**config.mk**
```make
export PLATFORM = sky130hd
export DESIGN_NAME = microwire_eeprom_master_top_flat
export DESIGN_NICKNAME = d
export VERILOG_FILES = /design/src/hdl/mw_pkg.sv /design/src/hdl/mw_in_if.sv /design/src/hdl/mw_out_if.sv /design/src/hdl/mw_seq.sv /design/src/hdl/mw_obuf.sv /design/src/hdl/microwire_eeprom_master_top.sv /design/src/flat_wrapper.sv
export SDC_FILE = /design/constraint.sdc
export NUM_CORES = 1
export LEC_CHECK = 0
export ABC_CLOCK_PERIOD_IN_PS = 3300
export BUFFER_PORTS_ARGS = -buffer_cell sky130_fd_sc_hd__buf_4
export CORE_MARGIN = 1
export CORE_UTILIZATION = 40
export DETAILED_ROUTE_END_ITERATION = 7
export PLACE_DENSITY = 0.7
export SLEW_MARGIN = 5
export SYNTH_ARGS = -nofsm -noshare
export SYNTH_HDL_FRONTEND = slang
export SYNTH_SLANG_ARGS = --single-unit
```
**constraint.sdc**
```tcl
create_clock -name clk -period 3.3 [get_ports clk]
set_input_delay 0.33 -clock clk [delete_from_list [all_inputs] [get_ports clk]]
set_output_delay 0.33 -clock clk [all_outputs]
set_load 0.05 [all_outputs]
```
**src/hdl/mw_pkg.sv**
```systemverilog
`timescale 1ns / 1ps
// ----------------------------------------------------------------------------
// Serial EEPROM master package
// Shared constants, codes and types of the three-wire EEPROM master.
// ----------------------------------------------------------------------------
package mw_pkg;

  localparam int ADDR_BITS_DEF = 7;

  localparam logic [2:0] ACT_TICK  = 3'd0;
  localparam logic [2:0] ACT_READ  = 3'd1;
  localparam logic [2:0] ACT_WRITE = 3'd2;
  localparam logic [2:0] ACT_EWEN  = 3'd3;
  localparam logic [2:0] ACT_EWDS  = 3'd4;

  localparam logic [1:0] OP_READ  = 2'b10;
  localparam logic [1:0] OP_WRITE = 2'b01;
  localparam logic [1:0] OP_MISC  = 2'b00;

  typedef enum logic [4:0] {
    PH_IDLE  = 5'b00001,
    PH_SEND  = 5'b00010,
    PH_RECV  = 5'b00100,
    PH_RAISE = 5'b01000,
    PH_POLL  = 5'b10000
  } phase_t;

  typedef struct packed {
    logic       chip_select;
    logic       serial_clock;
    logic       data_out;
    logic       busy_res;
    logic       done_res;
    logic [7:0] read_byte;
    logic       rejected;
  } mw_res_t;

  typedef struct packed {
    logic    valid;
    mw_res_t res;
  } mw_push_t;

endpackage

```
**src/hdl/mw_in_if.sv**
```systemverilog
`timescale 1ns / 1ps
// ----------------------------------------------------------------------------
// Command channel
// Valid/ready channel that carries one command or tick beat.
// ----------------------------------------------------------------------------
interface mw_in_if;
  logic       valid;
  logic       ready;
  logic [2:0] action;
  logic [6:0] address;
  logic [7:0] write_data;
  logic       miso;

  modport source (output valid, action, address, write_data, miso, input ready);
  modport sink (input valid, action, address, write_data, miso, output ready);
endinterface

```
**src/hdl/mw_out_if.sv**
```systemverilog
`timescale 1ns / 1ps
// ----------------------------------------------------------------------------
// Result channel
// Valid/ready channel that carries one result beat per accepted input beat.
// ----------------------------------------------------------------------------
interface mw_out_if;
  logic       valid;
  logic       ready;
  logic       chip_select;
  logic       serial_clock;
  logic       data_out;
  logic       busy_res;
  logic       done_res;
  logic [7:0] read_byte;
  logic       rejected;

  modport source (output valid, chip_select, serial_clock, data_out, busy_res, done_res,
                  read_byte, rejected, input ready);
  modport sink (input valid, chip_select, serial_clock, data_out, busy_res, done_res,
                read_byte, rejected, output ready);
endinterface

```
**src/hdl/mw_seq.sv**
```systemverilog
`timescale 1ns / 1ps
// ----------------------------------------------------------------------------
// Pin sequencer
// Holds the bus state and advances it on accepted ticks, one half-bit per tick while shifting.
// ----------------------------------------------------------------------------
module mw_seq #(
  parameter int ADDR_BITS = mw_pkg::ADDR_BITS_DEF
) (
  input  logic           clk,
  input  logic           rst_n,
  mw_in_if.sink          in_ch,
  input  logic           ready_i,
  output mw_pkg::mw_push_t push_o
);

  localparam int SW = ADDR_BITS + 11;
  localparam int CW = $clog2(SW + 1);
  localparam int IW = $clog2(SW);

  mw_pkg::phase_t  phase_r, phase_nxt;
  logic [CW-1:0]   cnt_r, cnt_nxt;
  logic [SW-1:0]   shift_r, shift_nxt;
  logic [7:0]      in_shift_r, in_shift_nxt;
  logic [2:0]      act_r, act_nxt;
  logic            cs_r, cs_nxt;
  logic            sclk_r, sclk_nxt;
  logic            dout_r, dout_nxt;

  logic                 accept;
  logic                 is_cmd;
  logic                 done;
  logic                 rej;
  logic [7:0]           rbyte;
  logic [1:0]           op;
  logic [ADDR_BITS-1:0] addr_bits;
  logic [ADDR_BITS+6:0] addr_ext;
  logic [ADDR_BITS+2:0] base;
  logic [CW-1:0]        idx_full;
  logic [IW-1:0]        idx;

  assign in_ch.ready = ready_i;
  assign accept      = in_ch.valid && ready_i;
  assign is_cmd      = (in_ch.action == mw_pkg::ACT_READ) || (in_ch.action == mw_pkg::ACT_WRITE)
                    || (in_ch.action == mw_pkg::ACT_EWEN) || (in_ch.action == mw_pkg::ACT_EWDS);
  assign addr_ext    = {{ADDR_BITS{1'b0}}, in_ch.address};
  assign idx_full    = cnt_r - CW'(2);
  assign idx         = idx_full[IW-1:0];

  always_comb begin
    op = mw_pkg::OP_MISC;
    addr_bits = '0;
    case (in_ch.action)
      mw_pkg::ACT_READ: begin
        op = mw_pkg::OP_READ;
        addr_bits = addr_ext[ADDR_BITS-1:0];
      end
      mw_pkg::ACT_WRITE: begin
        op = mw_pkg::OP_WRITE;
        addr_bits = addr_ext[ADDR_BITS-1:0];
      end
      mw_pkg::ACT_EWEN: begin
        addr_bits = {2'b11, {(ADDR_BITS-2){1'b0}}};
      end
      default: begin
        addr_bits = '0;
      end
    endcase
    base = {1'b1, op, addr_bits};
  end

  always_comb begin
    phase_nxt    = phase_r;
    cnt_nxt      = cnt_r;
    shift_nxt    = shift_r;
    in_shift_nxt = in_shift_r;
    act_nxt      = act_r;
    cs_nxt       = cs_r;
    sclk_nxt     = sclk_r;
    dout_nxt     = dout_r;
    done         = 1'b0;
    rej          = 1'b0;
    rbyte        = 8'd0;
    if (accept && is_cmd) begin
      if (phase_r != mw_pkg::PH_IDLE) begin
        rej = 1'b1;
      end else begin
        if (in_ch.action == mw_pkg::ACT_WRITE) begin
          shift_nxt = {base, in_ch.write_data};
          cnt_nxt   = CW'(ADDR_BITS + 11);
        end else begin
          shift_nxt = {8'd0, base};
          cnt_nxt   = CW'(ADDR_BITS + 3);
        end
        in_shift_nxt = 8'd0;
        act_nxt      = in_ch.action;
        phase_nxt    = mw_pkg::PH_SEND;
        cs_nxt       = 1'b1;
        sclk_nxt     = 1'b0;
        dout_nxt     = 1'b1;
      end
    end else if (accept && (in_ch.action == mw_pkg::ACT_TICK)) begin
      case (phase_r)
        mw_pkg::PH_IDLE: begin
          phase_nxt = mw_pkg::PH_IDLE;
        end
        mw_pkg::PH_SEND: begin
          if (!sclk_r) begin
            sclk_nxt = 1'b1;
          end else begin
            cnt_nxt  = cnt_r - CW'(1);
            sclk_nxt = 1'b0;
            if (cnt_r > CW'(1)) begin
              cs_nxt   = 1'b1;
              dout_nxt = shift_r[idx];
            end else if (act_r == mw_pkg::ACT_READ) begin
              cs_nxt    = 1'b1;
              dout_nxt  = 1'b0;
              phase_nxt = mw_pkg::PH_RECV;
            end else if (act_r == mw_pkg::ACT_WRITE) begin
              cs_nxt    = 1'b0;
              dout_nxt  = 1'b0;
              phase_nxt = mw_pkg::PH_RAISE;
            end else begin
              cs_nxt    = 1'b0;
              dout_nxt  = 1'b0;
              phase_nxt = mw_pkg::PH_IDLE;
              done      = 1'b1;
            end
          end
        end
        mw_pkg::PH_RECV: begin
          if (!sclk_r) begin
            sclk_nxt = 1'b1;
          end else begin
            in_shift_nxt = {in_shift_r[6:0], in_ch.miso};
            sclk_nxt     = 1'b0;
            dout_nxt     = 1'b0;
            if (cnt_r >= CW'(7)) begin
              cs_nxt    = 1'b0;
              phase_nxt = mw_pkg::PH_IDLE;
              cnt_nxt   = '0;
              done      = 1'b1;
              rbyte     = {in_shift_r[6:0], in_ch.miso};
            end else begin
              cs_nxt  = 1'b1;
              cnt_nxt = cnt_r + CW'(1);
            end
          end
        end
        mw_pkg::PH_RAISE: begin
          cs_nxt    = 1'b1;
          sclk_nxt  = 1'b0;
          dout_nxt  = 1'b0;
          phase_nxt = mw_pkg::PH_POLL;
        end
        mw_pkg::PH_POLL: begin
          if (in_ch.miso) begin
            cs_nxt    = 1'b0;
            sclk_nxt  = 1'b0;
            dout_nxt  = 1'b0;
            phase_nxt = mw_pkg::PH_IDLE;
            done      = 1'b1;
          end
        end
        default: begin
          phase_nxt = mw_pkg::PH_IDLE;
        end
      endcase
    end
  end

  always_ff @(posedge clk) begin
    if (!rst_n) begin
      phase_r    <= mw_pkg::PH_IDLE;
      cnt_r      <= '0;
      shift_r    <= '0;
      in_shift_r <= 8'd0;
      act_r      <= mw_pkg::ACT_TICK;
      cs_r       <= 1'b0;
      sclk_r     <= 1'b0;
      dout_r     <= 1'b0;
    end else begin
      phase_r    <= phase_nxt;
      cnt_r      <= cnt_nxt;
      shift_r    <= shift_nxt;
      in_shift_r <= in_shift_nxt;
      act_r      <= act_nxt;
      cs_r       <= cs_nxt;
      sclk_r     <= sclk_nxt;
      dout_r     <= dout_nxt;
    end
  end

  always_comb begin
    push_o.valid            = accept;
    push_o.res.chip_select  = cs_nxt;
    push_o.res.serial_clock = sclk_nxt;
    push_o.res.data_out     = dout_nxt;
    push_o.res.busy_res     = (phase_nxt != mw_pkg::PH_IDLE);
    push_o.res.done_res     = done;
    push_o.res.read_byte    = rbyte;
    push_o.res.rejected     = rej;
  end

  a_done_idle: assert property (@(posedge clk) disable iff (!rst_n)
    push_o.valid && push_o.res.done_res |=> phase_r == mw_pkg::PH_IDLE)
    else $error("finished command left the sequencer busy");

  a_reject_hold: assert property (@(posedge clk) disable iff (!rst_n)
    push_o.valid && push_o.res.rejected |=> $stable(phase_r) && $stable(cnt_r)
      && $stable(shift_r))
    else $error("rejected command changed the sequencer state");

  a_idle_pins: assert property (@(posedge clk) disable iff (!rst_n)
    phase_r == mw_pkg::PH_IDLE |-> !cs_r && !sclk_r)
    else $error("select or clock high while idle");

endmodule

```
**src/hdl/mw_obuf.sv**
```systemverilog
`timescale 1ns / 1ps
// ----------------------------------------------------------------------------
// Result buffer
// Two-entry output register with skid stage for the result channel.
// ----------------------------------------------------------------------------
module mw_obuf (
  input  logic             clk,
  input  logic             rst_n,
  input  mw_pkg::mw_push_t push_i,
  output logic             ready_o,
  mw_out_if.source         out_ch
);

  mw_pkg::mw_res_t main_r;
  mw_pkg::mw_res_t skid_r;
  logic            main_v_r;
  logic            skid_v_r;

  assign ready_o = !skid_v_r;

  always_ff @(posedge clk) begin
    if (!rst_n) begin
      main_v_r <= 1'b0;
      skid_v_r <= 1'b0;
    end else if (!main_v_r || out_ch.ready) begin
      if (skid_v_r) begin
        main_v_r <= 1'b1;
        skid_v_r <= 1'b0;
      end else begin
        main_v_r <= push_i.valid;
      end
    end else if (push_i.valid) begin
      skid_v_r <= 1'b1;
    end
  end

  always_ff @(posedge clk) begin
    if (!main_v_r || out_ch.ready) begin
      main_r <= skid_v_r ? skid_r : push_i.res;
    end else if (push_i.valid) begin
      skid_r <= push_i.res;
    end
  end

  assign out_ch.valid        = main_v_r;
  assign out_ch.chip_select  = main_r.chip_select;
  assign out_ch.serial_clock = main_r.serial_clock;
  assign out_ch.data_out     = main_r.data_out;
  assign out_ch.busy_res     = main_r.busy_res;
  assign out_ch.done_res     = main_r.done_res;
  assign out_ch.read_byte    = main_r.read_byte;
  assign out_ch.rejected     = main_r.rejected;

  a_skid_order: assert property (@(posedge clk) disable iff (!rst_n)
    skid_v_r |-> main_v_r)
    else $error("skid entry held while output register empty");

endmodule

```
**src/hdl/microwire_eeprom_master_top.sv**
```systemverilog
`timescale 1ns / 1ps
// ----------------------------------------------------------------------------
// Three-wire serial EEPROM master
// Drives select, clock and data-out of an x8 serial EEPROM, one half-bit per
// tick beat, and reports pin levels and command status for every beat.
// ----------------------------------------------------------------------------
// The block takes one command or tick beat per clock and returns exactly one
// result beat for each, registered in an output register backed by a skid
// entry; the pin sequencer updates its whole state in the accepting cycle, so
// throughput is one beat per clock while the result channel keeps up, and
// input ready drops only when both output entries are full.
module microwire_eeprom_master_top #(
  parameter int ADDR_BITS = mw_pkg::ADDR_BITS_DEF
) (
  input logic       clk,
  input logic       rst_n,
  mw_in_if.sink     in_ch,
  mw_out_if.source  out_ch
);

  mw_pkg::mw_push_t push;
  logic             buf_ready;

  mw_seq #(
    .ADDR_BITS (ADDR_BITS)
  ) u_seq (
    .clk     (clk),
    .rst_n   (rst_n),
    .in_ch   (in_ch),
    .ready_i (buf_ready),
    .push_o  (push)
  );

  mw_obuf u_obuf (
    .clk     (clk),
    .rst_n   (rst_n),
    .push_i  (push),
    .ready_o (buf_ready),
    .out_ch  (out_ch)
  );

endmodule
```
**src/flat_wrapper.sv**
```systemverilog
// flat-port wrapper written by rule: the top's interface ports become plain ports
module microwire_eeprom_master_top_flat 
#(
  parameter int ADDR_BITS = mw_pkg::ADDR_BITS_DEF
)
  (clk, rst_n, in_ch_valid, in_ch_action, in_ch_address, in_ch_write_data, in_ch_miso, in_ch_ready, out_ch_valid, out_ch_chip_select, out_ch_serial_clock, out_ch_data_out, out_ch_busy_res, out_ch_done_res, out_ch_read_byte, out_ch_rejected, out_ch_ready);
  mw_in_if in_ch_i ();
  mw_out_if out_ch_i ();
  input logic clk;
  input logic rst_n;
  input wire logic [$bits(in_ch_i.valid)-1:0] in_ch_valid;
  input wire logic [$bits(in_ch_i.action)-1:0] in_ch_action;
  input wire logic [$bits(in_ch_i.address)-1:0] in_ch_address;
  input wire logic [$bits(in_ch_i.write_data)-1:0] in_ch_write_data;
  input wire logic [$bits(in_ch_i.miso)-1:0] in_ch_miso;
  output wire logic [$bits(in_ch_i.ready)-1:0] in_ch_ready;
  output wire logic [$bits(out_ch_i.valid)-1:0] out_ch_valid;
  output wire logic [$bits(out_ch_i.chip_select)-1:0] out_ch_chip_select;
  output wire logic [$bits(out_ch_i.serial_clock)-1:0] out_ch_serial_clock;
  output wire logic [$bits(out_ch_i.data_out)-1:0] out_ch_data_out;
  output wire logic [$bits(out_ch_i.busy_res)-1:0] out_ch_busy_res;
  output wire logic [$bits(out_ch_i.done_res)-1:0] out_ch_done_res;
  output wire logic [$bits(out_ch_i.read_byte)-1:0] out_ch_read_byte;
  output wire logic [$bits(out_ch_i.rejected)-1:0] out_ch_rejected;
  input wire logic [$bits(out_ch_i.ready)-1:0] out_ch_ready;
  assign in_ch_i.valid = in_ch_valid;
  assign in_ch_i.action = in_ch_action;
  assign in_ch_i.address = in_ch_address;
  assign in_ch_i.write_data = in_ch_write_data;
  assign in_ch_i.miso = in_ch_miso;
  assign in_ch_ready = in_ch_i.ready;
  assign out_ch_valid = out_ch_i.valid;
  assign out_ch_chip_select = out_ch_i.chip_select;
  assign out_ch_serial_clock = out_ch_i.serial_clock;
  assign out_ch_data_out = out_ch_i.data_out;
  assign out_ch_busy_res = out_ch_i.busy_res;
  assign out_ch_done_res = out_ch_i.done_res;
  assign out_ch_read_byte = out_ch_i.read_byte;
  assign out_ch_rejected = out_ch_i.rejected;
  assign out_ch_i.ready = out_ch_ready;
  microwire_eeprom_master_top #(.ADDR_BITS(ADDR_BITS)) u_core (.clk(clk), .rst_n(rst_n), .in_ch(in_ch_i), .out_ch(out_ch_i));
endmodule
```
==> results of run 1 <==
[cell type report]
class	count	area (sq um)
Fill cell	757	4270
Inverter	8	30.0
Timing Repair Buffer	43	323
Multi-Input combinational cell	263	1690
Clock buffer	10	128
Clock inverter	6	86.3
Tap cell	105	131
Sequential cell	70	1680
[placed cells by master, fill, tap and decap left out, types with 5 or more instances in the layout]
cell type and count:
a21oi_1 31, a21o_1 11, nand3_1 10, nand2b_1 13, nor2b_1 8, nor2_1 34
a211oi_1 5, nor3_1 15, a22oi_1 12, o21ai_0 11, inv_1 7, nand2_1 25
edfxtp_1 28, clkbuf_8 9, buf_4 43, and2_1 15, dfxtp_1 42, ha_1 6
[worst min path at each step]
stage,from,end
final,in_ch_address[2],u_core.u_seq.shift_r[10]
after global routing,rst_n,u_core.u_seq.phase_r[0]
after CTS,rst_n,u_core.u_seq.phase_r[0]
after detailed placement,u_core.u_seq.in_shift_r[6],u_core.u_seq.in_shift_r[6]
after global placement,u_core.u_seq.in_shift_r[6],u_core.u_seq.in_shift_r[6]
after floorplan,rst_n,u_core.u_seq.phase_r[0]
[metrics by stage]
stage | hold WS (ps) | instances | instance area (sq um) | utilization
after floorplan | 403 | 362 | 3500 | -
after global placement | 450 | 489 | 3860 | 0.462
after detailed placement | 459 | 489 | 3860 | 0.462
after CTS | 215 | 505 | 4070 | 0.488
after global routing | 219 | 505 | 4070 | 0.488
final | 235 | 505 | 4070 | 0.488
[critical path: cells and delay by family (launching register included)]
family	cells	cell delay (ps)
AOI/OAI and AO/OA	3	860
adders and majority gates	1	230
buffers and inverters	1	180
DFF	1	490
muxes	1	290
and+or+nand+nor	2	560
[sequential cells by signal (all words and copies together), names as in the netlist]
name / flops
u_core.u_obuf.out_ch.busy_res: 1
u_core.u_obuf.out_ch.chip_select: 1
u_core.u_obuf.out_ch.data_out: 1
u_core.u_obuf.out_ch.done_res: 1
u_core.u_obuf.out_ch.read_byte: 8
u_core.u_obuf.out_ch.rejected: 1
u_core.u_obuf.out_ch.serial_clock: 1
u_core.u_obuf.out_ch.valid: 1
u_core.u_obuf.skid_r: 14
u_core.u_obuf.skid_v_r: 1
u_core.u_seq.act_r: 3
u_core.u_seq.cnt_r: 5
u_core.u_seq.cs_r: 1
u_core.u_seq.dout_r: 1
u_core.u_seq.in_shift_r: 7
u_core.u_seq.phase_r: 5
u_core.u_seq.sclk_r: 1
u_core.u_seq.shift_r: 17
[logic make-up after synthesis]
| kind of cell | count (synthesis) | synth area share |
|---|---|---|
| AO/OA/AOI/OAI | 93 | 0.175 |
| XOR/XNOR | 4 | 0.0100 |
| adder cells (fa/ha/maj) | 6 | 0.0214 |
| buffers and inverters | 29 | 0.0378 |
| flip-flops | 70 | 0.480 |
| multiplexers | 10 | 0.0478 |
| AND/OR/NAND/NOR | 150 | 0.228 |
[metal layers]
layer	wire, um	vias to the layer above
met2	3670	80
met4	146	0
met1	3840	1302
met3	348	14
met5	0	-
li1	-	1388
[Yosys cell counts (3+ instances only)]
cell	instances	share of area
a22oi_1	12	0.026
o211ai_1	3	0.0064
dfxtp_1	42	0.24
xor2_1	3	0.0075
nor3_1	15	0.021
and2_1	15	0.027
nor2b_1	8	0.014
inv_1	7	0.0075
o21ai_0	11	0.016
nand2_1	25	0.027
clkbuf_1	14	0.015
or3_1	4	0.0071
nand3_1	10	0.014
a21o_1	11	0.024
edfxtp_1	28	0.24
nor2_1	34	0.036
and3_1	4	0.0071
a211oi_1	5	0.011
ha_1	6	0.021
nand2b_1	13	0.023
o22ai_1	3	0.0054
nand4_1	3	0.0054
a21oi_1	31	0.044
mux2_2	4	0.013
[power by group through the flow]
stage | registers (uW) | clock network [uW] | logic, uW
floorplan | 1030 | 0 | 226
global placement | 994 | 0 | 361
detailed placement | 995 | 0 | 365
CTS | 976 | 757 | 367
global route | 982 | 798 | 405
finish | 976 | 741 | 369
==> metrics.txt, run 1 <==
RSZ-0062 raised after global routing false; vias per inst 5.51; status complete, no violations; DRC violations left 0; max_cap viols 0; clock share of power 0.355; Buffers on Ports 38; global-route wire length before repair 13,100 um; slowest cell on the critical path dfxtp_1; startpoint types flip-flop; RR Endpoint u_core.u_obuf.out_ch.busy_res; CTS Hold Bufs 0; CTS root buf clkbuf_8; worst-margin pin slew 804 ps; post-route ant nets 0; Hold Crit Class in -> reg; clock-pin slew on the worst setup and hold paths 70 ps; crit path to u_core.u_obuf.out_ch.busy_res; gpl congestion 0.881; global route hottest layer met2; Final nets 424; # diodes 0; drt first pass iters 4; vias in the first global route 2,642; CTS tree built; slew margin rel. 0.464; power consumption 2090 uW; Num CTS Buffers 9; Core Footprint 0.00834 sq mm; DRT iter0 DRCs 145; Min-Delay Path Depth 3; CP startpoint u_core.u_seq.cnt_r[1]; die height 95.6 um; clock skew 5.84 ps; Cells after Synth 362; via count 2,784; combinational share of power 0.177; post-CTS setup buffer count 0; Clock Latency Late Sink 340 ps; H-tree depth 3; IO Pins 39; CP max stage delay 490 ps; Initial Util 0.420; Post-synth EDFFs 28; met3 GRT Util 0.0447; largest net degree at the start of global routing 28; initial antenna violation count 0; Post-synth top flop dfxtp_1; WP data arrival 2950 ps; syn nets 391; share of cells above drive strength 1 0.188; setup_tns 0 ps; power per cell area 513 mW/mm^2; R2R setup slack 440 ps; Final Max Tran Viols 0; Reg2Reg Depth 8; minimum clock period 2860 ps; Post-DP HPWL 5900 um; Longest Clk Path Bufs 2; M1 GR Usage 0.250; register area share after synthesis 0.480; Max IR drop VDD 0.200 mV; count of cell types in the netlist 62; final hold vios 0; reg2reg start u_core.u_seq.cnt_r[1]; switching power total 581 uW; drt total wl 8000 um; Sw Share 0.278; Setup CP Type reg -> reg; dpl ws 489 ps; final setup margin 442 ps; Syn. warnings 0; synthesized flop and latch total 70; Area growth syn-to-layout 16.1%; Critical Path Sink Type flip-flop; Req. time, crit path 3400 ps; DR WL/cell 15.8 um; Peak Freq 0.350 GHz; GRT Overall Usage 0.190; crit path max fanout 7; LEAKAGE 0.00159 uW; clock sinks 70; Synth async-reset ratio 0; period utilization 0.866; Die ar. 0.00914 sq mm; die width 95.6 um; Mean Syn Cell Area 9.68 sq um; internal power 1510 uW; # resized after CTS 0; Sequential Power Share 0.468; met2 Use GR 0.300; GRT overflow 0; Setup violations, final 0; cell row count 33; ordered list of cells on the worst path inv_1 -> ha_1 -> a21boi_0 -> o211ai_1 -> or3_1 -> a32oi_1 -> nand4_1 -> mux2_2; Synth Cell Area 0.00350 sq mm
(Power assumes the default switching activity.)
==> inputs of run 2 (changes only) <==
--- a/config.mk
+++ b/config.mk
@@ -7,10 +7,11 @@
 export LEC_CHECK = 0
 export ABC_CLOCK_PERIOD_IN_PS = 3300
 export BUFFER_PORTS_ARGS = -buffer_cell sky130_fd_sc_hd__buf_4
+export CAP_MARGIN = 20
 export CORE_MARGIN = 1
-export CORE_UTILIZATION = 40
+export CORE_UTILIZATION = 39
 export DETAILED_ROUTE_END_ITERATION = 7
-export PLACE_DENSITY = 0.7
+export PLACE_DENSITY = 0.69
 export SLEW_MARGIN = 5
 export SYNTH_ARGS = -nofsm -noshare
 export SYNTH_HDL_FRONTEND = slang
==> run 2 against run 1 <==
Maximum frequency up 0.31%. Total power up 0.22%. Die area up 2.5%.
==> metrics.txt, run 2 (synthesis gave the netlist of run 1 again) <==
GRT Overall Usage 0.181; Clock Latency Late Sink 350 ps; startpoint types flip-flop; worst hold slack 226 ps; Core Footprint 0.00872 sq mm; Min-Delay Path Depth 3; drt first pass iters 5; largest net degree at the start of global routing 28; Sequential Power Share 0.466; status complete, no violations; RR Endpoint u_core.u_obuf.out_ch.data_out; Sequential Area 0.00168 sq mm; Buffers on Ports 38; initial antenna violation count 0; LEAKAGE 0.00158 uW; # resized after CTS 0; vias per inst 5.61; internal power 1500 uW; clock sinks 70; max reg flops 17; drt total wl 8040 um; minimum clock period 2850 ps; reg2reg start u_core.u_seq.cnt_r[1]; GRT overflow 0; DR WL/cell 15.9 um; commonest non-fill, non-tap cells in the layout 42 x buf_4, 42 x dfxtp_1, 34 x nor2_1, 31 x a21oi_1, 28 x edfxtp_1; Final nets 423; Final Max Tran Viols 0; Peak Freq 0.351 GHz; power per cell area 515 mW/mm^2; clock share of power 0.357; multi-input logic area 0.00169 sq mm; R2R setup slack 450 ps; largest register by flop count u_core.u_seq.shift_r; die height 96.8 um; max_cap viols 0; Area growth syn-to-layout 16.0%; # diodes 0; clock-pin slew on the worst setup and hold paths 80 ps; Critical Path Sink Type flip-flop; post-route ant nets 0; switching power total 590 uW; Num CTS Buffers 9; final design utilization 0.466; Setup violations, final 0; period utilization 0.863; Initial Util 0.402; setup_tns 0 ps; post-CTS setup buffer count 0; Max IR drop VDD 0.198 mV; CTS root buf clkbuf_8; WP data arrival 2950 ps; Die ar. 0.00937 sq mm; Hold Path End u_core.u_seq.shift_r[7]; via count 2,843; Sw Share 0.282; vias in the first global route 2,814; combinational share of power 0.177; Longest Clk Path Bufs 2; DRC violations left 0; worst-margin pin slew 847 ps; Post-DP HPWL 5810 um; CTS tree built; Reg2Reg Depth 8; # fillers 828; clock skew 10.8 ps; Hold Crit Start in_ch_write_data[7]; cell row count 34; CTS Hold Bufs 0; die width 96.8 um; final instance area 0.00407 sq mm; RSZ-0062 raised after global routing false; H-tree depth 3; Post-DP Area 0.00385 sq mm; share of cells above drive strength 1 0.183; crit path max fanout 7; Hold Crit Class in -> reg; final hold vios 0; IO Pins 39; global-route wire length before repair 13,600 um; DRT iter0 DRCs 222; final setup margin 451 ps; slew margin rel. 0.435; dpl ws 453 ps; Setup CP Type reg -> reg; gpl congestion 0.889; Req. time, crit path 3410 ps
-- run 2: cell count changes in the layout (fill, tap and decap cells not counted), sizes merged --
cell | before | now
buf | 43 | 42
clkbuf | 10 | 9
clkinv | 4 | 5
-- run 2: how the worst max path moves through the flow --
stage	from	to	depth (start not counted)
floorplan	u_core.u_seq.cnt_r[1]	u_core.u_obuf.out_ch.data_out	8
global placement	u_core.u_seq.cnt_r[1]	u_core.u_obuf.out_ch.data_out	8
detailed placement	u_core.u_seq.cnt_r[1]	u_core.u_obuf.out_ch.data_out	8
CTS	u_core.u_seq.cnt_r[1]	u_core.u_obuf.out_ch.data_out	8
global route	u_core.u_seq.cnt_r[1]	u_core.u_obuf.out_ch.busy_res	8
finish	u_core.u_seq.cnt_r[1]	u_core.u_obuf.out_ch.data_out	8
-- run 2: layer usage --
| metal | GRT usage | part of all wire | wire length, um | vias to the layer above |
|---|---|---|---|---|
| met5 | 0 | 0 | 0 | - |
| met4 | 0.0666 | 0.019 | 154 | 0 |
| met3 | 0.0426 | 0.065 | 522 | 15 |
| met2 | 0.280 | 0.45 | 3600 | 117 |
| met1 | 0.246 | 0.47 | 3760 | 1330 |
| li1 | - | - | - | 1381 |
-- run 2: power by group through the flow --
stage / Combinational (uW) / Clock (uW) / Sequential, uW
after floorplan: 226 / 0 / 1030
after global placement: 360 / 0 / 994
after detailed placement: 368 / 0 / 994
after CTS: 369 / 760 / 975
after global routing: 405 / 805 / 980
final: 370 / 746 / 976
-- run 2: critical path, cell delays in order (launching register included) --
cell       delay (ps)
dfxtp_1           470
inv_1             190
ha_1              480
mux4_1            340
mux2_2            280
or3_1             380
o2111ai_2          80
o22ai_2           120
mux2_4            260
-- run 2: cell type report --
type / count / share of cell area
Multi-Input combinational cell: 263 / 0.416
Sequential cell: 70 / 0.414
Timing Repair Buffer: 42 / 0.0776
Tap cell: 108 / 0.0332
Clock buffer: 9 / 0.0305
Clock inverter: 7 / 0.0219
Inverter: 8 / 0.00739
-- run 2: metrics by stage --
| step | instances | total power [uW] |
|---|---|---|
| after floorplan | 362 | 1260 |
| after global placement | 491 | 1350 |
| after detailed placement | 491 | 1360 |
| after CTS | 507 | 2100 |
| after global routing | 507 | 2190 |
| final | 507 | 2090 |
